--- config.mk ---
export PLATFORM = sky130hd
export DESIGN_NAME = escape_sequence_key_parser_core_flat
export DESIGN_NICKNAME = d
export VERILOG_FILES = /design/src/rtl/esckp_pkg.sv /design/src/rtl/esckp_if.sv /design/src/rtl/esckp_front.sv /design/src/rtl/esckp_queue.sv /design/src/rtl/esckp_back.sv /design/src/rtl/escape_sequence_key_parser_core.sv /design/src/flat_wrapper.sv
export SDC_FILE = /design/constraint.sdc
export NUM_CORES = 1
export LEC_CHECK = 0
export ABC_AREA = 1
export BUFFER_PORTS_ARGS = -buffer_cell sky130_fd_sc_hd__buf_2
export CAP_MARGIN = 15
export CORE_ASPECT_RATIO = 1.25
export CORE_MARGIN = 1
export CORE_UTILIZATION = 60
export DETAILED_ROUTE_END_ITERATION = 12
export HOLD_SLACK_MARGIN = 0.06
export MAX_ROUTING_LAYER = met4
export PLACE_DENSITY = 0.79
export SLEW_MARGIN = 20
export SYNTH_ARGS = -nofsm -noshare
export SYNTH_HDL_FRONTEND = slang
export SYNTH_SLANG_ARGS = --single-unit
--- constraint.sdc ---
create_clock -name clk -period 6.8 [get_ports clk]
set_input_delay 0 -clock clk [delete_from_list [all_inputs] [get_ports clk]]
set_output_delay 0 -clock clk [all_outputs]
set_load 0.01 [all_outputs]
--- src/rtl/esckp_pkg.sv ---
// ----------------------------------------------------------------------------
// esckp_pkg
// Types and byte constants shared by the escape sequence key parser.
// ----------------------------------------------------------------------------
package esckp_pkg;

  // result kinds
  typedef enum logic [2:0] {
    KIND_NONE = 3'd0,
    KIND_FKEY = 3'd1,
    KIND_CSI  = 3'd2,
    KIND_PF   = 3'd3,
    KIND_ESC  = 3'd4
  } kind_t;

  // sequence modes of the back end
  typedef enum logic [2:0] {
    MODE_IDLE      = 3'd0,
    MODE_ESC_FIRST = 3'd1,
    MODE_ESC_INTER = 3'd2,
    MODE_PF        = 3'd3,
    MODE_CSI       = 3'd4
  } mode_t;

  // byte classes found by the front end
  typedef enum logic [2:0] {
    CLS_INTER = 3'd0,  // 0x20-0x2f
    CLS_DIGIT = 3'd1,  // 0x30-0x39
    CLS_SEMI  = 3'd2,  // ';'
    CLS_PRIV  = 3'd3,  // other 0x3a-0x3f
    CLS_FINAL = 3'd4,  // 0x40-0x7e
    CLS_BAD   = 3'd5
  } cls_t;

  typedef struct packed {
    logic [7:0] data_byte;
    logic       start_req;
    logic       timed_out;
    cls_t       cls;
    logic       csi_open;   // 8-bit csi opener
    logic       is_lbrack;
    logic       is_pf;
    logic       is_tilde;
  } entry_t;

  localparam logic [7:0] BYTE_CSI8   = 8'h9B;
  localparam logic [7:0] BYTE_LBRACK = 8'h5B;
  localparam logic [7:0] BYTE_PF     = 8'h4F;
  localparam logic [7:0] BYTE_TILDE  = 8'h7E;
  localparam logic [7:0] BYTE_SEMI   = 8'h3B;
  localparam logic [7:0] INTER_LO    = 8'h20;
  localparam logic [7:0] INTER_HI    = 8'h2F;
  localparam logic [7:0] PARAM_LO    = 8'h30;
  localparam logic [7:0] DIGIT_HI    = 8'h39;
  localparam logic [7:0] PARAM_HI    = 8'h3F;
  localparam logic [7:0] FINAL_LO    = 8'h40;
  localparam logic [7:0] FINAL_HI    = 8'h7E;

  localparam logic signed [16:0] CODE_NONE = 17'h1FFFF;

endpackage

--- src/rtl/esckp_if.sv ---
// ----------------------------------------------------------------------------
// esckp_in_if / esckp_out_if
// Valid/ready channels for received bytes and decoded keys.
// ----------------------------------------------------------------------------
interface esckp_in_if;
  logic       valid;
  logic       ready;
  logic [7:0] data_byte;
  logic       start_req;
  logic       timed_out;

  modport source (output valid, output data_byte, output start_req, output timed_out,
                  input ready);
  modport sink   (input valid, input data_byte, input start_req, input timed_out,
                  output ready);
endinterface

interface esckp_out_if;
  logic                   valid;
  logic                   ready;
  esckp_pkg::kind_t       key_kind;
  logic signed [16:0]     key_code;
  logic                   status;

  modport source (output valid, output key_kind, output key_code, output status,
                  input ready);
  modport sink   (input valid, input key_kind, input key_code, input status,
                  output ready);
endinterface

--- src/rtl/esckp_front.sv ---
// ----------------------------------------------------------------------------
// esckp_front
// Accepts received words and classifies each byte for the back end.
// ----------------------------------------------------------------------------
module esckp_front (
  esckp_in_if.sink         in_ch,
  input  logic             q_full,
  output logic             q_push,
  output esckp_pkg::entry_t q_entry
);
  import esckp_pkg::*;

  assign in_ch.ready = !q_full;
  assign q_push      = in_ch.valid && !q_full;

  always_comb begin
    logic [7:0] b;
    b = in_ch.data_byte;
    q_entry.data_byte = b;
    q_entry.start_req = in_ch.start_req;
    q_entry.timed_out = in_ch.timed_out;
    q_entry.csi_open  = (b == BYTE_CSI8);
    q_entry.is_lbrack = (b == BYTE_LBRACK);
    q_entry.is_pf     = (b == BYTE_PF);
    q_entry.is_tilde  = (b == BYTE_TILDE);
    if (b >= INTER_LO && b <= INTER_HI) begin
      q_entry.cls = CLS_INTER;
    end else if (b >= PARAM_LO && b <= DIGIT_HI) begin
      q_entry.cls = CLS_DIGIT;
    end else if (b == BYTE_SEMI) begin
      q_entry.cls = CLS_SEMI;
    end else if (b > DIGIT_HI && b <= PARAM_HI) begin
      q_entry.cls = CLS_PRIV;
    end else if (b >= FINAL_LO && b <= FINAL_HI) begin
      q_entry.cls = CLS_FINAL;
    end else begin
      q_entry.cls = CLS_BAD;
    end
  end

endmodule

--- src/rtl/esckp_queue.sv ---
// ----------------------------------------------------------------------------
// esckp_queue
// Two-entry queue of classified bytes between front and back end.
// ----------------------------------------------------------------------------
module esckp_queue (
  input  logic              clk,
  input  logic              rst_n,
  input  logic              push,
  input  esckp_pkg::entry_t push_entry,
  input  logic              pop,
  output logic              full,
  output logic              empty,
  output esckp_pkg::entry_t head
);
  import esckp_pkg::*;

  entry_t     slot_r [2];
  logic       wr_r, wr_nxt;
  logic       rd_r, rd_nxt;
  logic [1:0] cnt_r, cnt_nxt;

  assign full  = (cnt_r == 2'd2);
  assign empty = (cnt_r == 2'd0);
  assign head  = slot_r[rd_r];

  always_comb begin
    wr_nxt  = push ? !wr_r : wr_r;
    rd_nxt  = pop ? !rd_r : rd_r;
    cnt_nxt = cnt_r;
    if (push && !pop) begin
      cnt_nxt = cnt_r + 2'd1;
    end else if (pop && !push) begin
      cnt_nxt = cnt_r - 2'd1;
    end
  end

  always_ff @(posedge clk) begin
    if (!rst_n) begin
      wr_r  <= 1'b0;
      rd_r  <= 1'b0;
      cnt_r <= 2'd0;
    end else begin
      wr_r  <= wr_nxt;
      rd_r  <= rd_nxt;
      cnt_r <= cnt_nxt;
    end
  end

  always_ff @(posedge clk) begin
    if (push) begin
      slot_r[wr_r] <= push_entry;
    end
  end

  a_no_overflow: assert property (@(posedge clk) disable iff (!rst_n)
    push |-> !full)
    else $error("push into full queue");

  a_no_underflow: assert property (@(posedge clk) disable iff (!rst_n)
    pop |-> !empty)
    else $error("pop from empty queue");

  a_ptr_match: assert property (@(posedge clk) disable iff (!rst_n)
    (cnt_r == 2'd0 || cnt_r == 2'd2) |-> (wr_r == rd_r))
    else $error("queue pointers disagree with count");

endmodule

--- src/rtl/esckp_back.sv ---
// ----------------------------------------------------------------------------
// esckp_back
// Sequence state machine, leading parameter accumulator and result register.
// ----------------------------------------------------------------------------
module esckp_back #(
  parameter int MAX_SEQ_LEN = 256
) (
  input  logic              clk,
  input  logic              rst_n,
  input  logic              q_empty,
  input  esckp_pkg::entry_t q_head,
  output logic              q_pop,
  esckp_out_if.source       out_ch
);
  import esckp_pkg::*;

  localparam int CW = $clog2(MAX_SEQ_LEN + 1);
  localparam logic [CW-1:0] LEN_LIMIT = CW'(MAX_SEQ_LEN);

  mode_t              mode_r, mode_nxt;
  logic [CW-1:0]      cnt_r, cnt_nxt;
  logic [15:0]        value_r, value_nxt;
  logic               has_digit_r, has_digit_nxt;
  logic               closed_r, closed_nxt;
  logic               bad_r, bad_nxt;

  logic               out_valid_r;
  kind_t              out_kind_r;
  logic signed [16:0] out_code_r;
  logic               out_status_r;

  logic               done;
  kind_t              kind;
  logic signed [16:0] code;
  logic               status;
  logic               out_free;
  logic [CW-1:0]      cnt_inc;
  logic [19:0]        acc;

  assign out_free = !out_valid_r || out_ch.ready;
  assign cnt_inc  = cnt_r + CW'(1);
  // value * 10 + digit
  assign acc = ({4'd0, value_r} << 3) + ({4'd0, value_r} << 1)
             + {16'd0, q_head.data_byte[3:0]};

  always_comb begin
    done          = 1'b0;
    kind          = KIND_NONE;
    code          = CODE_NONE;
    status        = 1'b0;
    mode_nxt      = mode_r;
    cnt_nxt       = cnt_r;
    value_nxt     = value_r;
    has_digit_nxt = has_digit_r;
    closed_nxt    = closed_r;
    bad_nxt       = bad_r;

    if (q_head.timed_out) begin
      if (mode_r != MODE_IDLE) begin
        done   = 1'b1;
        kind   = (mode_r == MODE_PF) ? KIND_PF : KIND_NONE;
        status = 1'b1;
      end
    end else if (q_head.start_req) begin
      cnt_nxt       = '0;
      value_nxt     = '0;
      has_digit_nxt = 1'b0;
      closed_nxt    = 1'b0;
      bad_nxt       = 1'b0;
      mode_nxt      = q_head.csi_open ? MODE_CSI : MODE_ESC_FIRST;
    end else if (mode_r != MODE_IDLE) begin
      cnt_nxt = cnt_inc;
      unique case (mode_r)
        MODE_ESC_FIRST, MODE_ESC_INTER: begin
          if (mode_r == MODE_ESC_FIRST && q_head.is_lbrack) begin
            mode_nxt = MODE_CSI;
          end else if (mode_r == MODE_ESC_FIRST && q_head.is_pf) begin
            mode_nxt = MODE_PF;
          end else if (q_head.cls inside {CLS_DIGIT, CLS_SEMI, CLS_PRIV, CLS_FINAL}) begin
            done = 1'b1;
            kind = KIND_ESC;
            code = {9'd0, q_head.data_byte};
          end else if (q_head.cls == CLS_INTER) begin
            mode_nxt = MODE_ESC_INTER;
          end else begin
            done = 1'b1;
          end
        end
        MODE_PF: begin
          done = 1'b1;
          kind = KIND_PF;
          code = {9'd0, q_head.data_byte};
        end
        MODE_CSI: begin
          unique case (q_head.cls)
            CLS_FINAL: begin
              done = 1'b1;
              if (!bad_r) begin
                kind = q_head.is_tilde ? KIND_FKEY : KIND_CSI;
                code = has_digit_r ? {1'b0, value_r} : {9'd0, q_head.data_byte};
              end
            end
            CLS_INTER: closed_nxt = 1'b1;
            CLS_DIGIT: begin
              if (!closed_r) begin
                value_nxt     = (|acc[19:16]) ? 16'hFFFF : acc[15:0];
                has_digit_nxt = 1'b1;
              end
            end
            CLS_SEMI: begin
              if (!closed_r) begin
                if (!has_digit_r) begin
                  bad_nxt = 1'b1;
                end
                closed_nxt = 1'b1;
              end
            end
            CLS_PRIV: begin
              if (!closed_r) begin
                bad_nxt = 1'b1;
              end
            end
            default: done = 1'b1;
          endcase
        end
        default: ;
      endcase
      // length limit
      if (!done && cnt_inc >= LEN_LIMIT) begin
        done = 1'b1;
      end
    end

    if (done) begin
      mode_nxt      = MODE_IDLE;
      cnt_nxt       = '0;
      value_nxt     = '0;
      has_digit_nxt = 1'b0;
      closed_nxt    = 1'b0;
      bad_nxt       = 1'b0;
    end
  end

  // a word that ends a sequence waits for room in the result register
  assign q_pop = !q_empty && (!done || out_free);

  always_ff @(posedge clk) begin
    if (!rst_n) begin
      mode_r      <= MODE_IDLE;
      cnt_r       <= '0;
      value_r     <= '0;
      has_digit_r <= 1'b0;
      closed_r    <= 1'b0;
      bad_r       <= 1'b0;
      out_valid_r <= 1'b0;
    end else begin
      if (q_pop) begin
        mode_r      <= mode_nxt;
        cnt_r       <= cnt_nxt;
        value_r     <= value_nxt;
        has_digit_r <= has_digit_nxt;
        closed_r    <= closed_nxt;
        bad_r       <= bad_nxt;
      end
      if (q_pop && done) begin
        out_valid_r <= 1'b1;
      end else if (out_ch.ready) begin
        out_valid_r <= 1'b0;
      end
    end
  end

  always_ff @(posedge clk) begin
    if (q_pop && done) begin
      out_kind_r   <= kind;
      out_code_r   <= code;
      out_status_r <= status;
    end
  end

  assign out_ch.valid    = out_valid_r;
  assign out_ch.key_kind = out_kind_r;
  assign out_ch.key_code = out_code_r;
  assign out_ch.status   = out_status_r;

  a_end_to_idle: assert property (@(posedge clk) disable iff (!rst_n)
    (q_pop && done) |=> (mode_r == MODE_IDLE))
    else $error("sequence end did not return to idle");

  a_idle_clean: assert property (@(posedge clk) disable iff (!rst_n)
    (mode_r == MODE_IDLE) |-> (cnt_r == '0 && !has_digit_r && !bad_r && !closed_r))
    else $error("sequence state left over in idle");

  a_len_bound: assert property (@(posedge clk) disable iff (!rst_n)
    cnt_r < LEN_LIMIT)
    else $error("byte count reached the length limit");

  a_no_result_drop: assert property (@(posedge clk) disable iff (!rst_n)
    (out_valid_r && !out_ch.ready) |=> out_valid_r)
    else $error("pending result dropped");

endmodule

--- src/rtl/escape_sequence_key_parser_core.sv ---
// ----------------------------------------------------------------------------
// escape_sequence_key_parser_core
// Byte-wise classifier of keyboard escape and csi control sequences.
// ----------------------------------------------------------------------------
// an ending word is queued, and its key is then registered for output
// throughput: one word per cycle while the output keeps up; classifier,
//   2-entry queue and sequence machine each take one word per cycle
// a key waiting on a stalled output blocks the next sequence-ending word and those behind it
// reset: synchronous active-low rst_n empties the queue and result register
//   and returns the parser to idle
module escape_sequence_key_parser_core #(
  parameter int MAX_SEQ_LEN = 256
) (
  input  logic         clk,
  input  logic         rst_n,
  esckp_in_if.sink     in_ch,
  esckp_out_if.source  out_ch
);
  import esckp_pkg::*;

  logic   q_push;
  logic   q_pop;
  logic   q_full;
  logic   q_empty;
  entry_t q_entry;
  entry_t q_head;

  esckp_front u_front (
    .in_ch   (in_ch),
    .q_full  (q_full),
    .q_push  (q_push),
    .q_entry (q_entry)
  );

  esckp_queue u_queue (
    .clk        (clk),
    .rst_n      (rst_n),
    .push       (q_push),
    .push_entry (q_entry),
    .pop        (q_pop),
    .full       (q_full),
    .empty      (q_empty),
    .head       (q_head)
  );

  esckp_back #(
    .MAX_SEQ_LEN (MAX_SEQ_LEN)
  ) u_back (
    .clk     (clk),
    .rst_n   (rst_n),
    .q_empty (q_empty),
    .q_head  (q_head),
    .q_pop   (q_pop),
    .out_ch  (out_ch)
  );

endmodule

--- src/flat_wrapper.sv ---
// flat-port wrapper written by rule: the top's interface ports become plain ports
module escape_sequence_key_parser_core_flat import esckp_pkg::*;
#(
  parameter int MAX_SEQ_LEN = 256
)
  (clk, rst_n, in_ch_valid, in_ch_data_byte, in_ch_start_req, in_ch_timed_out, in_ch_ready, out_ch_valid, out_ch_key_kind, out_ch_key_code, out_ch_status, out_ch_ready);
  esckp_in_if in_ch_i ();
  esckp_out_if out_ch_i ();
  input  logic clk;
  input  logic rst_n;
  input wire logic [$bits(in_ch_i.valid)-1:0] in_ch_valid;
  input wire logic [$bits(in_ch_i.data_byte)-1:0] in_ch_data_byte;
  input wire logic [$bits(in_ch_i.start_req)-1:0] in_ch_start_req;
  input wire logic [$bits(in_ch_i.timed_out)-1:0] in_ch_timed_out;
  output wire logic [$bits(in_ch_i.ready)-1:0] in_ch_ready;
  output wire logic [$bits(out_ch_i.valid)-1:0] out_ch_valid;
  output wire logic [$bits(out_ch_i.key_kind)-1:0] out_ch_key_kind;
  output wire logic [$bits(out_ch_i.key_code)-1:0] out_ch_key_code;
  output wire logic [$bits(out_ch_i.status)-1:0] out_ch_status;
  input wire logic [$bits(out_ch_i.ready)-1:0] out_ch_ready;
  assign in_ch_i.valid = in_ch_valid;
  assign in_ch_i.data_byte = in_ch_data_byte;
  assign in_ch_i.start_req = in_ch_start_req;
  assign in_ch_i.timed_out = in_ch_timed_out;
  assign in_ch_ready = in_ch_i.ready;
  assign out_ch_valid = out_ch_i.valid;
  assign out_ch_key_kind = out_ch_i.key_kind;
  assign out_ch_key_code = out_ch_i.key_code;
  assign out_ch_status = out_ch_i.status;
  assign out_ch_i.ready = out_ch_ready;
  escape_sequence_key_parser_core #(.MAX_SEQ_LEN(MAX_SEQ_LEN)) u_core (.clk(clk), .rst_n(rst_n), .in_ch(in_ch_i), .out_ch(out_ch_i));
endmodule
# Yosys cells after proc, flatten, opt, wreduce, memory -nomap -nowiden
# Memory sizes are Yosys's and may differ from the RTL's. A register that Yosys moved wholly into a read port is not among the register bits.
# Index checks and enable logic that the tools add are counted.
classes:
  n_eq_ne: 20
  n_addsub: 5
  reduce_logical: 46
  bitwise: 1
  n_mul: 0
  n_shift: 0
  div: 0
  magnitude_cmp: 9
  muxes: 89
op_table:
  columns: ["operator", "count"]
  rows:
  - ["two-way mux 16 bit", 9]
  - ["two-way mux 17 bit", 5]
  - ["two-way mux 3 bit", 20]
  - ["case mux 17 bit (3 select lines)", 1]
  - ["two-way mux 1 bit", 40]
  - ["two-way mux 9 bit", 4]
  - ["== test 8 x 7 -> 1 bit (second input constant)", 3]
  - ["<= comparator 8 x 6 -> 1 bit (second input constant)", 3]
  - ["adder 19 x 17 -> 20 bit", 1]
  - ["adder 20 x 4 -> 20 bit", 1]
  - ["nonzero test 3 bit", 6]
  - ["greater-or-equal comparator 8 x 6 -> 1 bit (second input constant)", 2]
  - ["two-way mux 2 bit", 7]
  - ["== test 3 x 2 -> 1 bit (second input constant)", 4]
  - ["logical AND 1 bit", 12]
  - ["!= test 4 x 3 -> 1 bit (second input constant)", 3]
  - ["AND reduction 6 bit", 2]
  - ["adder 9 x 1 -> 9 bit (second input constant)", 1]
  - ["greater-or-equal comparator 9 bit (second input constant)", 1]
  - ["zero test 1 bit", 9]
  - ["case mux 3 bit (3 select lines)", 1]
  - ["== test 8 x 6 -> 1 bit (second input constant)", 1]
  - ["== test 8 bit (second input constant)", 1]
  - ["greater-or-equal comparator 8 x 7 -> 1 bit (second input constant)", 1]
  - ["25 further kinds", 32]
word_totals:
  ramBits: 34
  elab_cells: 184
  regBits: 57
  latchBits: 0
  in_bits: 14
  mem_count: 1
  romBits: 0
  output_inout_bits: 23
mem_list:
  columns: ["memory", "words", "width", "read_ports", "rd_clocked_by_memory_dff", "wr", "line_no", "rtl"]
  rows:
  - ["u_core.u_queue.slot_r", 2, 17, 1, 1, 1, "esckp_queue.sv:17", "entry_t slot_r [2];"]

# Depth between registers and ports, before layout
# Gate-level depths: netlist (run 1).
depth:
  depth_word: 21
  depth_mapped: 21
  ltp_nobuf: 18

# Modules after synthesis
# A second synthesis (run 1) with hierarchy kept.
hier_totals:
  cells_unflattened: 671
  hier_area_um2: 5734.2
modules_own_cells:
  columns: ["mod", "n_inst", "area_per_inst_um2", "cells_each", "seq_area_each_um2"]
  rows:
  - ["esckp_back", 1, 3993.8, 539, 1271.2]
  - ["esckp_queue", 1, 1508.9, 88, 1121.1]
  - ["esckp_front", 1, 231.5, 44, 0.0]

# Least setup slack after synthesis (run 1)
# No wires, ideal clock.
synth_path:
  path_type: "reg-to-reg"
  from: "register with a tool-made name"
  to: "register u_core.u_back.value_r[3]"
  path_stages_with_launch: 17
  required_ns: 6.658
  arrival_time_ns: 3.274
  n_path_buf: 3
  setup_ns: 0.142
  period_less_slack_ns: 3.416
  setup_slack_ns: 3.384
  cell_sequence: "dfxtp_1 buf_6 clkbuf_1 mux2i_1 fa_1 fa_1 o21ai_1 nand3_1 nand2_1 nand2_1 nand3_1 nand2_1 nor2_2 buf_2 nand3_1 nand3_2 a21oi_2"
synth_lines:
  columns: ["element", "line_no", "rtl"]
  rows:
  - ["to (signal assigned)", "esckp_back.sv:160", "value_r <= value_nxt;"]
  - ["to (decl)", "esckp_back.sv:22", "logic [15:0] value_r, value_nxt;"]

==> results.md, run 1 <==
* Status: finished, final reports clean
* WL/cell at 15.2 µm
* Max incr delay on CP at 910 ps
* Max Transition Viols Final at 0
* Die X at between 80 and 90 µm
* CP Capture Type: flip-flop
* Worst path cell trace: mux2i_1 -> fa_1 -> fa_1 -> o21ai_1 -> nand3_1 -> nand2_1 -> nand2_1 -> nand3_1 -> nand2_1 -> nor2_2 -> nand3b_1 -> nand3_2 -> a21oi_2
* Final clock skew at approximately 17 ps
* Final net count at 733
* Post-Place Cell Area at 5810 µm²
* WHS Path Cells at 4
* Row cnt at 38
* TritonCTS clock tree: built
* CTS Buf Count at 9
* Area contributors post-synth: edfxtp_1 (30%), dfxtp_1 (13%), nand2_1 (9.6%), ha_1 (7.4%), inv_1 (4.5%)
* Path depth of the worst reg2reg path at 13
* Synth unique cells at 51
* Final WL at approximately 12,000 µm
* Critical Path AT at 4320 ps
* Final Wtd Congestion at 0.939
* Slowest CP cell: dfxtp_1
* Antenna Cells at 0
* Post-synth top area share at 0.296
* Pwr Density at 268 nW/µm²
* Slew @ Worst Pin at 1110 ps
* F_max at around 240 MHz
* Initial drt markers at approximately 220
* Mapped cell area at 5570 µm²
* Initial antenna violation count at 0
* Cts repair resizes at 0
* Cell mode on critical path: nand2_1
* Element type at the critical path start: flip-flop
* Max-cap violations at 0
* Core Area at approximately 8800 µm²
* Total track usage at 0.281
* Layout area overhead at 10.1%
* CP delay by family, top: simple AND/OR/NAND/NOR gates
* DP Wirelength at 8940 µm
* Filler Cells Inserted at 722
* Syn_area_per_cell at 8.75 µm²
* Crit share post-route at 0.602
* DRT Pass-1 Iters at 8
* DRC viols at 0
* First-pass GRT wire length at 19,800 µm
* Worst hold path class: in2reg
* Die Y at 110 µm
* Starting Density at 0.630
* Setup TNS at 0 ps
* Syn. warnings at 0
* Overall die area at 9680 µm²
* Cell depth of the worst setup path at 13
* Area leader, netlist: edfxtp_1
* Final Hold Viols at 0
* Leakage at 0.00259 µW
* Worst ir drop on vdd at 0.233 mV
* CTS root buf: clkbuf_8
* Crit-path max FO at 19
* Post-route cell area at 6130 µm²
* Setup violations, final at 0
* Via density at 5.55
* H-tree Lvls at 3
* Slew headroom at 0.255
* Synthesized instance count at 637
* RSZ-0062 raised after global routing: false
* Crit path buf inv count at 0
* Minimum clock period at 4100 ps
* Top Ports at 37
* Layout cell share with drive strength beyond 1 at 0.170
* Critical path required time at 7020 ps
* CTS sink cnt at 92
* Clk slew on worst S/H paths at ~100 ps
* Clock buffer depth at 2
* PortBufs at 36
* GR Overflow Total at 0
* Clock latency on the worst-skew pair at 380 ps
* Vias in the first global route at between 4,000 and 5,000
* Register bit count reported by yosys at slightly above 90
* Antenna Nets Post-Route at 0
* Largest net degree at the start of global routing at 26
* Post-CTS setup buffers at 0
* Syn nets at 686
* Critical path class: reg2reg
* Sequential-to-total area share from yosys stat at 0.429
* Vias at 4,493
## state kept, by name, indices dropped and copies added, names as in the netlist, named ones only
signal                         flops
u_core.u_back.out_ch.valid         1
u_core.u_back.out_ch.key_kind      3
u_core.u_queue.wr_r                1
u_core.u_back.out_ch.key_code     17
u_core.u_back.bad_r                1
u_core.u_queue.rd_r                1
u_core.u_back.has_digit_r          1
u_core.u_queue.cnt_r               2
u_core.u_back.cnt_r                9
u_core.u_back.value_r             16
u_core.u_back.out_ch.status        1
u_core.u_back.mode_r               3
u_core.u_back.closed_r             1
u_core.u_queue.slot_r             34
## stage by stage
stage / util / power [µW] / hold WS, ps / setup slack [ps] / cells
3_5_place_dp: 0.656 / 1250 / 192 / 2770 / 782
5_1_grt: 0.694 / 1740 / 80.6 / 2420 / 809
3_3_place_gp: 0.656 / 1220 / 187 / 2890 / 782
6_report: 0.694 / 1650 / 64.1 / 2700 / 809
4_1_cts: 0.694 / 1650 / 60.7 / 2730 / 809
2_1_floorplan: - / 1140 / 98.9 / 3380 / 637
## layout make-up
class                   count  area, µm²  share of cell area
clock buffers              11        151              0.0247
clock inverters             5       67.6              0.0110
inverters                  72        275              0.0449
multi-input cells         460       2790               0.455
flip-flops and latches     92       2390               0.390
well taps                 120        150              0.0245
repair buffers             49        305              0.0498
## routing by layer
| metal | wire length, µm | global-route usage |
|---|---|---|
| met5 | 0 | - |
| met4 | 370 | 0.128 |
| met3 | 537 | 0.0398 |
| met2 | 6300 | 0.491 |
| met1 | 5110 | 0.316 |
## final timing paths
kind                                             endpoint  slack (ps)                              from
hold / removal    u_core.u_back.out_ch.valid$_SDFFE_PN0P_          60                      out_ch_ready
setup reg to reg    u_core.u_back.value_r[2]$_SDFFE_PN0P_        2700                         flip-flop
hold reg to reg          u_core.u_queue.rd_r$_SDFFE_PN0P_         460  u_core.u_queue.rd_r$_SDFFE_PN0P_
setup / recovery    u_core.u_back.value_r[2]$_SDFFE_PN0P_        2700                         flip-flop
## Yosys cell counts, drive strengths merged
cell type	number
nor2	57
mux2i	4
nand3b	3
and2	1
nand3	70
buf	9
nor3	12
xor2	5
a2111oi	1
a31oi	2
nor4	4
nand4	9
o311ai	4
nand2	155
o21ai	25
inv	72
a21oi	50
o211ai	1
a22oi	2
or2	2
a21o	2
ha	33
xnor2	11
dfxtp	37
clkbuf	4
o221ai	1
a21boi	2
edfxtp	55
fa	2
o21bai	2
## where the power goes
group	switching, µW	internal [µW]
combinational	379	153
clock	207	195
sequential	44.9	667
total	631	1020
## layout by cell type (no fill, tap or decap), drive strengths merged, types with 3 or more instances in the layout
master and n:
a21oi 50, xor2 5, dlygate4sd3 11, nor2 57, nand3b 3, inv 74, buf 38, edfxtp 55
o311ai 4, nand4 9, o21ai 25, nand3 70, nor3 12, mux2i 4, xnor2 11, dfxtp 37
clkbuf 11, nor4 4, ha 33, nand2 155
## worst register-to-register path, cell delays in order (launching register included)
cell      delay [ps]
dfxtp_1          910
mux2i_1          360
fa_1             500
fa_1             480
o21ai_1          330
nand3_1          110
nand2_1          130
nand2_1           80
nand3_1           80
nand2_1           70
nor2_2           500
nand3b_1         200
nand3_2          130
a21oi_2           50
## cell families (layout without fill, tap and decap cells)
| family | Yosys count | count (layout) | share of synthesized area |
|---|---|---|---|
| AND/OR/NAND/NOR | 313 | 313 | 0.286 |
| AO/OA/AOI/OAI | 92 | 92 | 0.101 |
| flip-flops | 92 | 92 | 0.429 |
| buffers and inverters | 85 | 137 | 0.0694 |
| adder cells (fa/ha/maj) | 35 | 35 | 0.0813 |
| XOR/XNOR | 16 | 16 | 0.0252 |
| multiplexers | 4 | 4 | 0.00719 |
## repair_timing
item,in CTS,in global routing
endpoints found under the setup margin,0,0
hold buffers,11,0
hold endpoints to repair,34,0
Power figures use the tool's default switching activity.
==> inputs of run 2 (changes only) <==
--- a/config.mk
+++ b/config.mk
@@ -5,7 +5,7 @@
 export SDC_FILE = /design/constraint.sdc
 export NUM_CORES = 1
 export LEC_CHECK = 0
-export ABC_AREA = 1
+export ABC_AREA = 0
 export BUFFER_PORTS_ARGS = -buffer_cell sky130_fd_sc_hd__buf_2
 export CAP_MARGIN = 15
 export CORE_ASPECT_RATIO = 1.25
@@ -14,7 +14,7 @@
 export DETAILED_ROUTE_END_ITERATION = 12
 export HOLD_SLACK_MARGIN = 0.06
 export MAX_ROUTING_LAYER = met4
-export PLACE_DENSITY = 0.79
+export PLACE_DENSITY = 0.8
 export SLEW_MARGIN = 20
 export SYNTH_ARGS = -nofsm -noshare
 export SYNTH_HDL_FRONTEND = slang
==> constraint.sdc (replaced) <==
create_clock -name clk -period 4.1 [get_ports clk]
set_input_delay 0 -clock clk [delete_from_list [all_inputs] [get_ports clk]]
set_output_delay 0 -clock clk [all_outputs]
set_load 0.01 [all_outputs]
==> results.md, run 2 <==
* WL/cell at 17.0 µm (+12%)
* Clock buffer depth at 2 (unchanged)
* Max reg flops at 34 (unchanged)
* Most frequent cells in the layout: edfxtp_1 (55), nor2_1 (45), nand2_1 (40), dfxtp_1 (37), buf_2 (36)
* Final Hold Viols at 0 (unchanged)
* Worst hold path class: in2reg
* Path depth of the worst reg2reg path at 12 (-1)
* Initial antenna violation count at 0 (unchanged)
* Initial drt markers at 214 (-1.4%)
* Cell depth of the worst setup path at 12 (-1)
* Max-cap violations at 0 (unchanged)
* Clk slew on worst S/H paths at 90 ps (about the same)
* Minimum clock period at 3510 ps (-585 ps)
* Via density at 6.22 (+12%)
* Sequential-to-total area share from yosys stat at 0.479 (+0.0499)
* Flop-to-flop setup slack at 590 ps (-2120 ps)
* Setup TNS at 0 ps (unchanged)
* Row cnt at 36 (-5.3%)
* Crit path buf inv count at 1 (+1)
* F_max at 285 MHz (+17%)
* Setup violations, final at 0 (unchanged)
* Antenna Nets Post-Route at 0 (unchanged)
* Filler Cells Inserted at 586 (-19%)
* Area contributors post-synth: edfxtp_1 (33%), dfxtp_1 (15%), ha_1 (8.3%), nor2_1 (3.4%), nand2_1 (3.0%)
* Synthesized instance count at 465 (-27%)
* Top cells by count, synth: edfxtp_1 (55), nor2_1 (45), nand2_1 (40), dfxtp_1 (37), ha_1 (33)
* Status: finished, final reports clean
* Die X at 83.6 µm (-5.2%)
* DP Wirelength at 7440 µm (-17%)
* Number of enable flip-flop cells after synthesis at 55 (unchanged)
* Worst path cell trace: mux2_2 -> ha_1 -> ha_1 -> inv_1 -> fa_1 -> nor2b_1 -> o31ai_1 -> a21oi_1 -> a311oi_1 -> a31oi_1 -> a31oi_4 -> a221o_1
* Crit share post-route at 0.856 (+0.254)
* Final net count at 562 (-23%)
* Critical Path AT at 3820 ps (-500 ps)
* Total track usage at 0.257 (-0.0236)
* Largest net degree at the start of global routing at 23 (-12%)
* Leakage at 0.00217 µW (-16%)
* Clock latency on the worst-skew pair at 370 ps (about the same)
* Layout cell share with drive strength beyond 1 at 0.149 (-0.0212)
* Syn. warnings at 0 (unchanged)
* Overall die area at 8690 µm² (-10%)
* DRC viols at 0 (unchanged)
* First-pass GRT wire length at 17,100 µm (-14%)
* Hold Startpoint: in_ch_valid
* DRT Pass-1 Iters at 5 (-3)
* Post-CTS setup buffers at 0 (unchanged)
* PortBufs at 36 (unchanged)
* Max incr delay on CP at 490 ps (-420 ps)
* Core Area at 7930 µm² (-10%)
* H-tree Lvls at 3 (unchanged)
* Pwr Density at 407 nW/µm² (+52%)
* WHS Path Cells at 4 (unchanged)
* Pre-CTS setup slack at 674 ps (-2090 ps)
* Final Non-Filler Cells at 613 (-24%)
* GR Overflow Total at 0 (unchanged)
* Worst R2R End: u_core.u_back.value_r[1]$_SDFFE_PN0P_
* Hold worst-path end: u_core.u_queue.wr_r$_SDFFE_PN0P_
* Slowest CP cell: a311oi_1
* CP delay by family, top: compound AO/OA/AOI/OAI gates
* Register bit count reported by yosys at 92 (unchanged)
* Area leader, netlist: edfxtp_1
* Slew headroom at 0.445 (+0.190)
* Vias at 3,811 (-15%)
* Element type at the critical path start: flip-flop
* Starting Density at 0.630 (about the same)
* Final clock skew at 10.3 ps (-6.75 ps)
* Critical path required time at 4410 ps (-2610 ps)
* CTS root buf: clkbuf_8
* Final setup margin at 589 ps (-2120 ps)
* Die Y at 104 µm (-5.3%)
* Max Transition Viols Final at 0 (unchanged)
* Main synth FF type: edfxtp_1
* Layout area overhead at 11.6%
* Dpl cells at 584 (-25%)
* TritonCTS clock tree: built
* Worst ir drop on vdd at 0.362 mV (+55%)
* Commonest non-fill, non-tap cell in the layout: edfxtp_1
* Antenna Cells at 0 (unchanged)
* Leading cell type by number of instances after synthesis: edfxtp_1
* Post-layout util at 0.702 (+0.00880)
* Vias in the first global route at 3,584 (-18%)
* Top Ports at 37 (unchanged)
* Cell mode on critical path: ha_1
* CTS Buf Count at 9 (unchanged)
* Mapped cell area at 4990 µm² (-10%)
* Final WL at 10,400 µm (-15%)
* CP Capture Type: flip-flop
* Asr flop ratio synth at 0 (unchanged)
* CTS sink cnt at 92 (unchanged)
* RSZ-0062 raised after global routing: false
* Syn nets at 514 (-25%)
* Synth unique cells at 68 (+33%)
* Post-synth top area share at 0.331 (+0.0345)
* Crit-path max FO at 16 (-3)
* Reg with most FFs: u_core.u_queue.slot_r
* Critical path class: reg2reg
* Final Wtd Congestion at 0.888 (-5.4%)
* Slew @ Worst Pin at 812 ps (-299 ps)
* Syn_area_per_cell at 10.7 µm² (+23%)
==> run 2: cell types whose count changed in the layout (fill, tap and decap cells not counted), sizes merged, moves of 8 or more <==
cell,previous run,this run
a221o,0,13
mux2i,4,14
o21ai,25,11
nand2,155,40
nor2,57,45
a21o,2,10
inv,74,18
nand3,70,13
a21oi,50,17
==> run 2: worst max path at each step <==
stage	endpoint	slack (ps)
after global placement	u_core.u_back.value_r[9]$_SDFFE_PN0P_	830
final	u_core.u_back.value_r[1]$_SDFFE_PN0P_	590
after CTS	u_core.u_back.value_r[1]$_SDFFE_PN0P_	600
after global routing	u_core.u_back.value_r[1]$_SDFFE_PN0P_	370
after floorplan	u_core.u_back.value_r[2]$_SDFFE_PN0P_	170
after detailed placement	u_core.u_back.value_r[1]$_SDFFE_PN0P_	670
==> run 2: kinds of logic after synthesis <==
| group | Yosys count | share of synthesized area |
|---|---|---|
| and+or+nand+nor | 157 | 0.158 |
| buffers and inverters | 34 | 0.0316 |
| muxes | 19 | 0.0394 |
| DFF | 92 | 0.479 |
| AOI/OAI and AO/OA | 107 | 0.164 |
| xor gates and xnor gates | 21 | 0.0369 |
| adders and majority gates | 35 | 0.0908 |
==> run 2: worst min-delay path, delay by kind of cell <==
family,cells,cell delay (ps)
and+or+nand+nor,2,210
buffers and inverters,1,100
AOI/OAI and AO/OA,1,100
==> run 2: per-layer routing <==
layer	wire length, µm	track usage	part of all wire	up-vias
met5	0	-	0	-
met4	350	0.137	0.034	0
met3	419	0.0373	0.040	30
met2	5360	0.427	0.51	126
met1	4310	0.301	0.41	1812
li1	-	-	-	1843
==> run 2: power by group <==
group | leakage (µW) | switching (µW) | internal, µW
Combinational | 0.00131 | 336 | 215
Clock | 0.000100 | 321 | 292
Sequential | 0.000757 | 45.5 | 1060
==> run 2: repair_timing <==
item,CTS,global route
hold buffers,13,0
endpoints found under the hold margin,42,0
setup endpoints to repair,0,0
gates resized for setup,0,0
==> run 2: final cells by class <==
| type | instances | area [µm²] | area share |
|---|---|---|---|
| sequential | 92 | 2390 | 0.430 |
| inverter | 17 | 63.8 | 0.0115 |
| clock buffer | 12 | 176 | 0.0317 |
| multi-input combinational | 339 | 2440 | 0.438 |
| clock inverter | 4 | 28.8 | 0.00517 |
| timing repair buffer | 54 | 348 | 0.0625 |
| tap | 95 | 119 | 0.0213 |
==> run 2: through the flow <==
step | total power (µW) | hold slack (ps) | cell area, µm²
after floorplan | 1520 | 98.9 | 4990
after global placement | 1640 | 189 | 5230
after detailed placement | 1660 | 196 | 5230
after CTS | 2270 | 68.2 | 5570
after global routing | 2370 | 105 | 5570
final | 2270 | 82.2 | 5570
==> inputs of run 3 (changes only) <==
--- a/config.mk
+++ b/config.mk
@@ -6,15 +6,14 @@
 export NUM_CORES = 1
 export LEC_CHECK = 0
 export ABC_AREA = 0
-export BUFFER_PORTS_ARGS = -buffer_cell sky130_fd_sc_hd__buf_2
+export BUFFER_PORTS_ARGS = -buffer_cell sky130_fd_sc_hd__buf_4
 export CAP_MARGIN = 15
 export CORE_ASPECT_RATIO = 1.25
 export CORE_MARGIN = 1
-export CORE_UTILIZATION = 60
+export CORE_UTILIZATION = 35
 export DETAILED_ROUTE_END_ITERATION = 12
 export HOLD_SLACK_MARGIN = 0.06
 export MAX_ROUTING_LAYER = met4
-export PLACE_DENSITY = 0.8
 export SLEW_MARGIN = 20
 export SYNTH_ARGS = -nofsm -noshare
 export SYNTH_HDL_FRONTEND = slang
==> results.md, run 3 (synthesized netlist as in run 2, its figures left out) <==
* H-tree Lvls at 3 (unchanged)
* Vias in the first global route at 3,537 (-1.3%)
* Max incr delay on CP at 530 ps (+40 ps)
* Reg with most FFs: u_core.u_queue.slot_r
* Starting Density at 0.360 (-0.270)
* Post-CTS setup buffers at 0 (unchanged)
* Met3 WL at 366 µm (-13%)
* Final WL at 10,700 µm (+2.8%)
* Total track usage at 0.160 (-0.0969)
* Core Area at 13,900 µm² (+75%)
* RSZ-0062 raised after global routing: false
* Crit share post-route at 0.892 (+0.0359)
* Clock latency on the worst-skew pair at 340 ps (-30 ps)
* WL met1 at 4830 µm (+12%)
* Most frequent cells in the layout: edfxtp_1 (55), nor2_1 (45), buf_4 (41), nand2_1 (40), dfxtp_1 (37)
* Worst R2R End: u_core.u_back.value_r[10]$_SDFFE_PN0P_
* Initial antenna violation count at 0 (unchanged)
* Commonest non-fill, non-tap cell in the layout: edfxtp_1
* Crit path buf inv count at 1 (unchanged)
* Setup violations, final at 0 (unchanged)
* Hold worst-path end: u_core.u_queue.wr_r$_SDFFE_PN0P_
* Clock buffer depth at 2 (unchanged)
* Minimum clock period at 3660 ps (+147 ps)
* CTS root buf: clkbuf_16
* Layout cell share with drive strength beyond 1 at 0.147 (-0.00165)
* Leakage at 0.00226 µW (+4.4%)
* Slew headroom at 0.437 (-0.00797)
* First-pass GRT wire length at 17,700 µm (+3.8%)
* Critical path required time at 4380 ps (-30 ps)
* Worst hold path class: in2reg
* DP Wirelength at 7920 µm (+6.5%)
* Via density at 5.33 (-14%)
* Critical path class: reg2reg
* Status: finished, final reports clean
* Final Wtd Congestion at 0.872 (-1.8%)
* Pwr Total at 2560 µW (+13%)
* F_max at 273 MHz (-4.0%)
* Pwr Density at 435 nW/µm² (+6.8%)
* Critical Path AT at 3940 ps (+120 ps)
* Layout area overhead at 17.7%
* Slew @ Worst Pin at 844 ps (+32.1 ps)
* CP delay by family, top: compound AO/OA/AOI/OAI gates
* Max-cap violations at 0 (unchanged)
* Max Transition Viols Final at 0 (unchanged)
* Overall die area at 14,700 µm² (+70%)
* Cts repair resizes at 0 (unchanged)
* CP Capture Type: flip-flop
* Row cnt at 48 (+33%)
* PortBufs at 36 (unchanged)
* Hold Startpoint: in_ch_valid
* Slowest CP cell: a311oi_1
* Top Ports at 37 (unchanged)
* Flop-to-flop setup slack at 440 ps (-150 ps)
* Top layer in use: met4
* TritonCTS clock tree: built
* Final Hold Viols at 0 (unchanged)
* Vias at 3,686 (-3.3%)
* Antenna Cells at 0 (unchanged)
* WHS Path Cells at 4 (unchanged)
* Cell mode on critical path: ha_1
* CTS sink cnt at 92 (unchanged)
* Element type at the critical path start: flip-flop
* DRC viols at 0 (unchanged)
* DRT Pass-1 Iters at 4 (-1)
* Worst ir drop on vdd at 0.197 mV (-46%)
* WL/cell at 15.5 µm (-8.9%)
* Initial drt markers at 174 (-19%)
* CTS Buf Count at 9 (unchanged)
* Die Y at 136 µm (+30%)
* Final clock skew at 5.67 ps (-4.61 ps)
* Largest net degree at the start of global routing at 23 (unchanged)
* Setup TNS at 0 ps (unchanged)
* Final net count at 561 (-0.18%)
* Antenna Nets Post-Route at 0 (unchanged)
* Clk slew on worst S/H paths at 70 ps (-20 ps)
* Path depth of the worst reg2reg path at 12 (unchanged)
* Die X at 109 µm (+30%)
* Max reg flops at 34 (unchanged)
* Worst path cell trace: mux2_2 -> ha_1 -> ha_1 -> inv_1 -> fa_1 -> nor2b_1 -> o31ai_1 -> a21oi_1 -> a311oi_1 -> a31oi_1 -> a31oi_4 -> a221o_1
* Met2 Routed Length at 5350 µm (-0.22%)
* GR Overflow Total at 0 (unchanged)
* Crit-path max FO at 16 (unchanged)
run 3: changes by cell type in the layout (fill, tap and decap cells not counted), sizes merged:
cell and change:
dlygate4sd3 -1, clkinvlp -1, bufinv +1
run 3: worst max path at each step:
stage                                        endpoint  depth (start not counted)
2_1_floorplan   u_core.u_back.value_r[2]$_SDFFE_PN0P_                         16
3_3_place_gp    u_core.u_back.value_r[8]$_SDFFE_PN0P_                         12
3_5_place_dp   u_core.u_back.value_r[11]$_SDFFE_PN0P_                         12
4_1_cts        u_core.u_back.value_r[11]$_SDFFE_PN0P_                         12
5_1_grt        u_core.u_back.value_r[10]$_SDFFE_PN0P_                         12
6_report       u_core.u_back.value_r[10]$_SDFFE_PN0P_                         12
run 3: per-stage QoR:
step	utilization	setup WS [ps]	std cells	hold slack, ps	cell area, µm²
2_1_floorplan	-	169	465	98.9	4990
3_3_place_gp	0.391	707	664	190	5420
3_5_place_dp	0.391	461	664	191	5420
4_1_cts	0.423	436	692	102	5870
5_1_grt	0.423	162	692	167	5870
6_report	0.423	442	692	121	5870
run 3: worst min-delay path: stages:
cell	delay (ps)
buf_4	110
nand2_1	80
and2_1	130
o21a_1	100
run 3: routing by layer:
metal | global-route usage | vias to the layer above
met2 | 0.263 | 78
met4 | 0.0571 | 0
met5 | - | -
met1 | 0.196 | 1751
li1 | - | 1842
met3 | 0.0298 | 15
run 3: report_power, final:
| part | total, µW | switching [µW] | internal [µW] |
|---|---|---|---|
| Clock | 896 | 348 | 548 |
| Combinational | 552 | 331 | 222 |
| Sequential | 1110 | 47.7 | 1060 |
run 3: repair_timing:
item | 4_1_cts | 5_1_grt
setup endpoints to repair | 0 | 0
hold buffers | 12 | 0
hold endpoints to repair | 42 | 0
run 3: cell type report:
| cell class | count | area [µm²] |
|---|---|---|
| flip-flops and latches | 92 | 2390 |
| multi-input cells | 339 | 2440 |
| inverters | 17 | 63.8 |
| repair buffers | 53 | 428 |
| clock buffers | 12 | 279 |
| well taps | 175 | 219 |
| fillers | 1330 | 8000 |
| clock inverters | 4 | 51.3 |
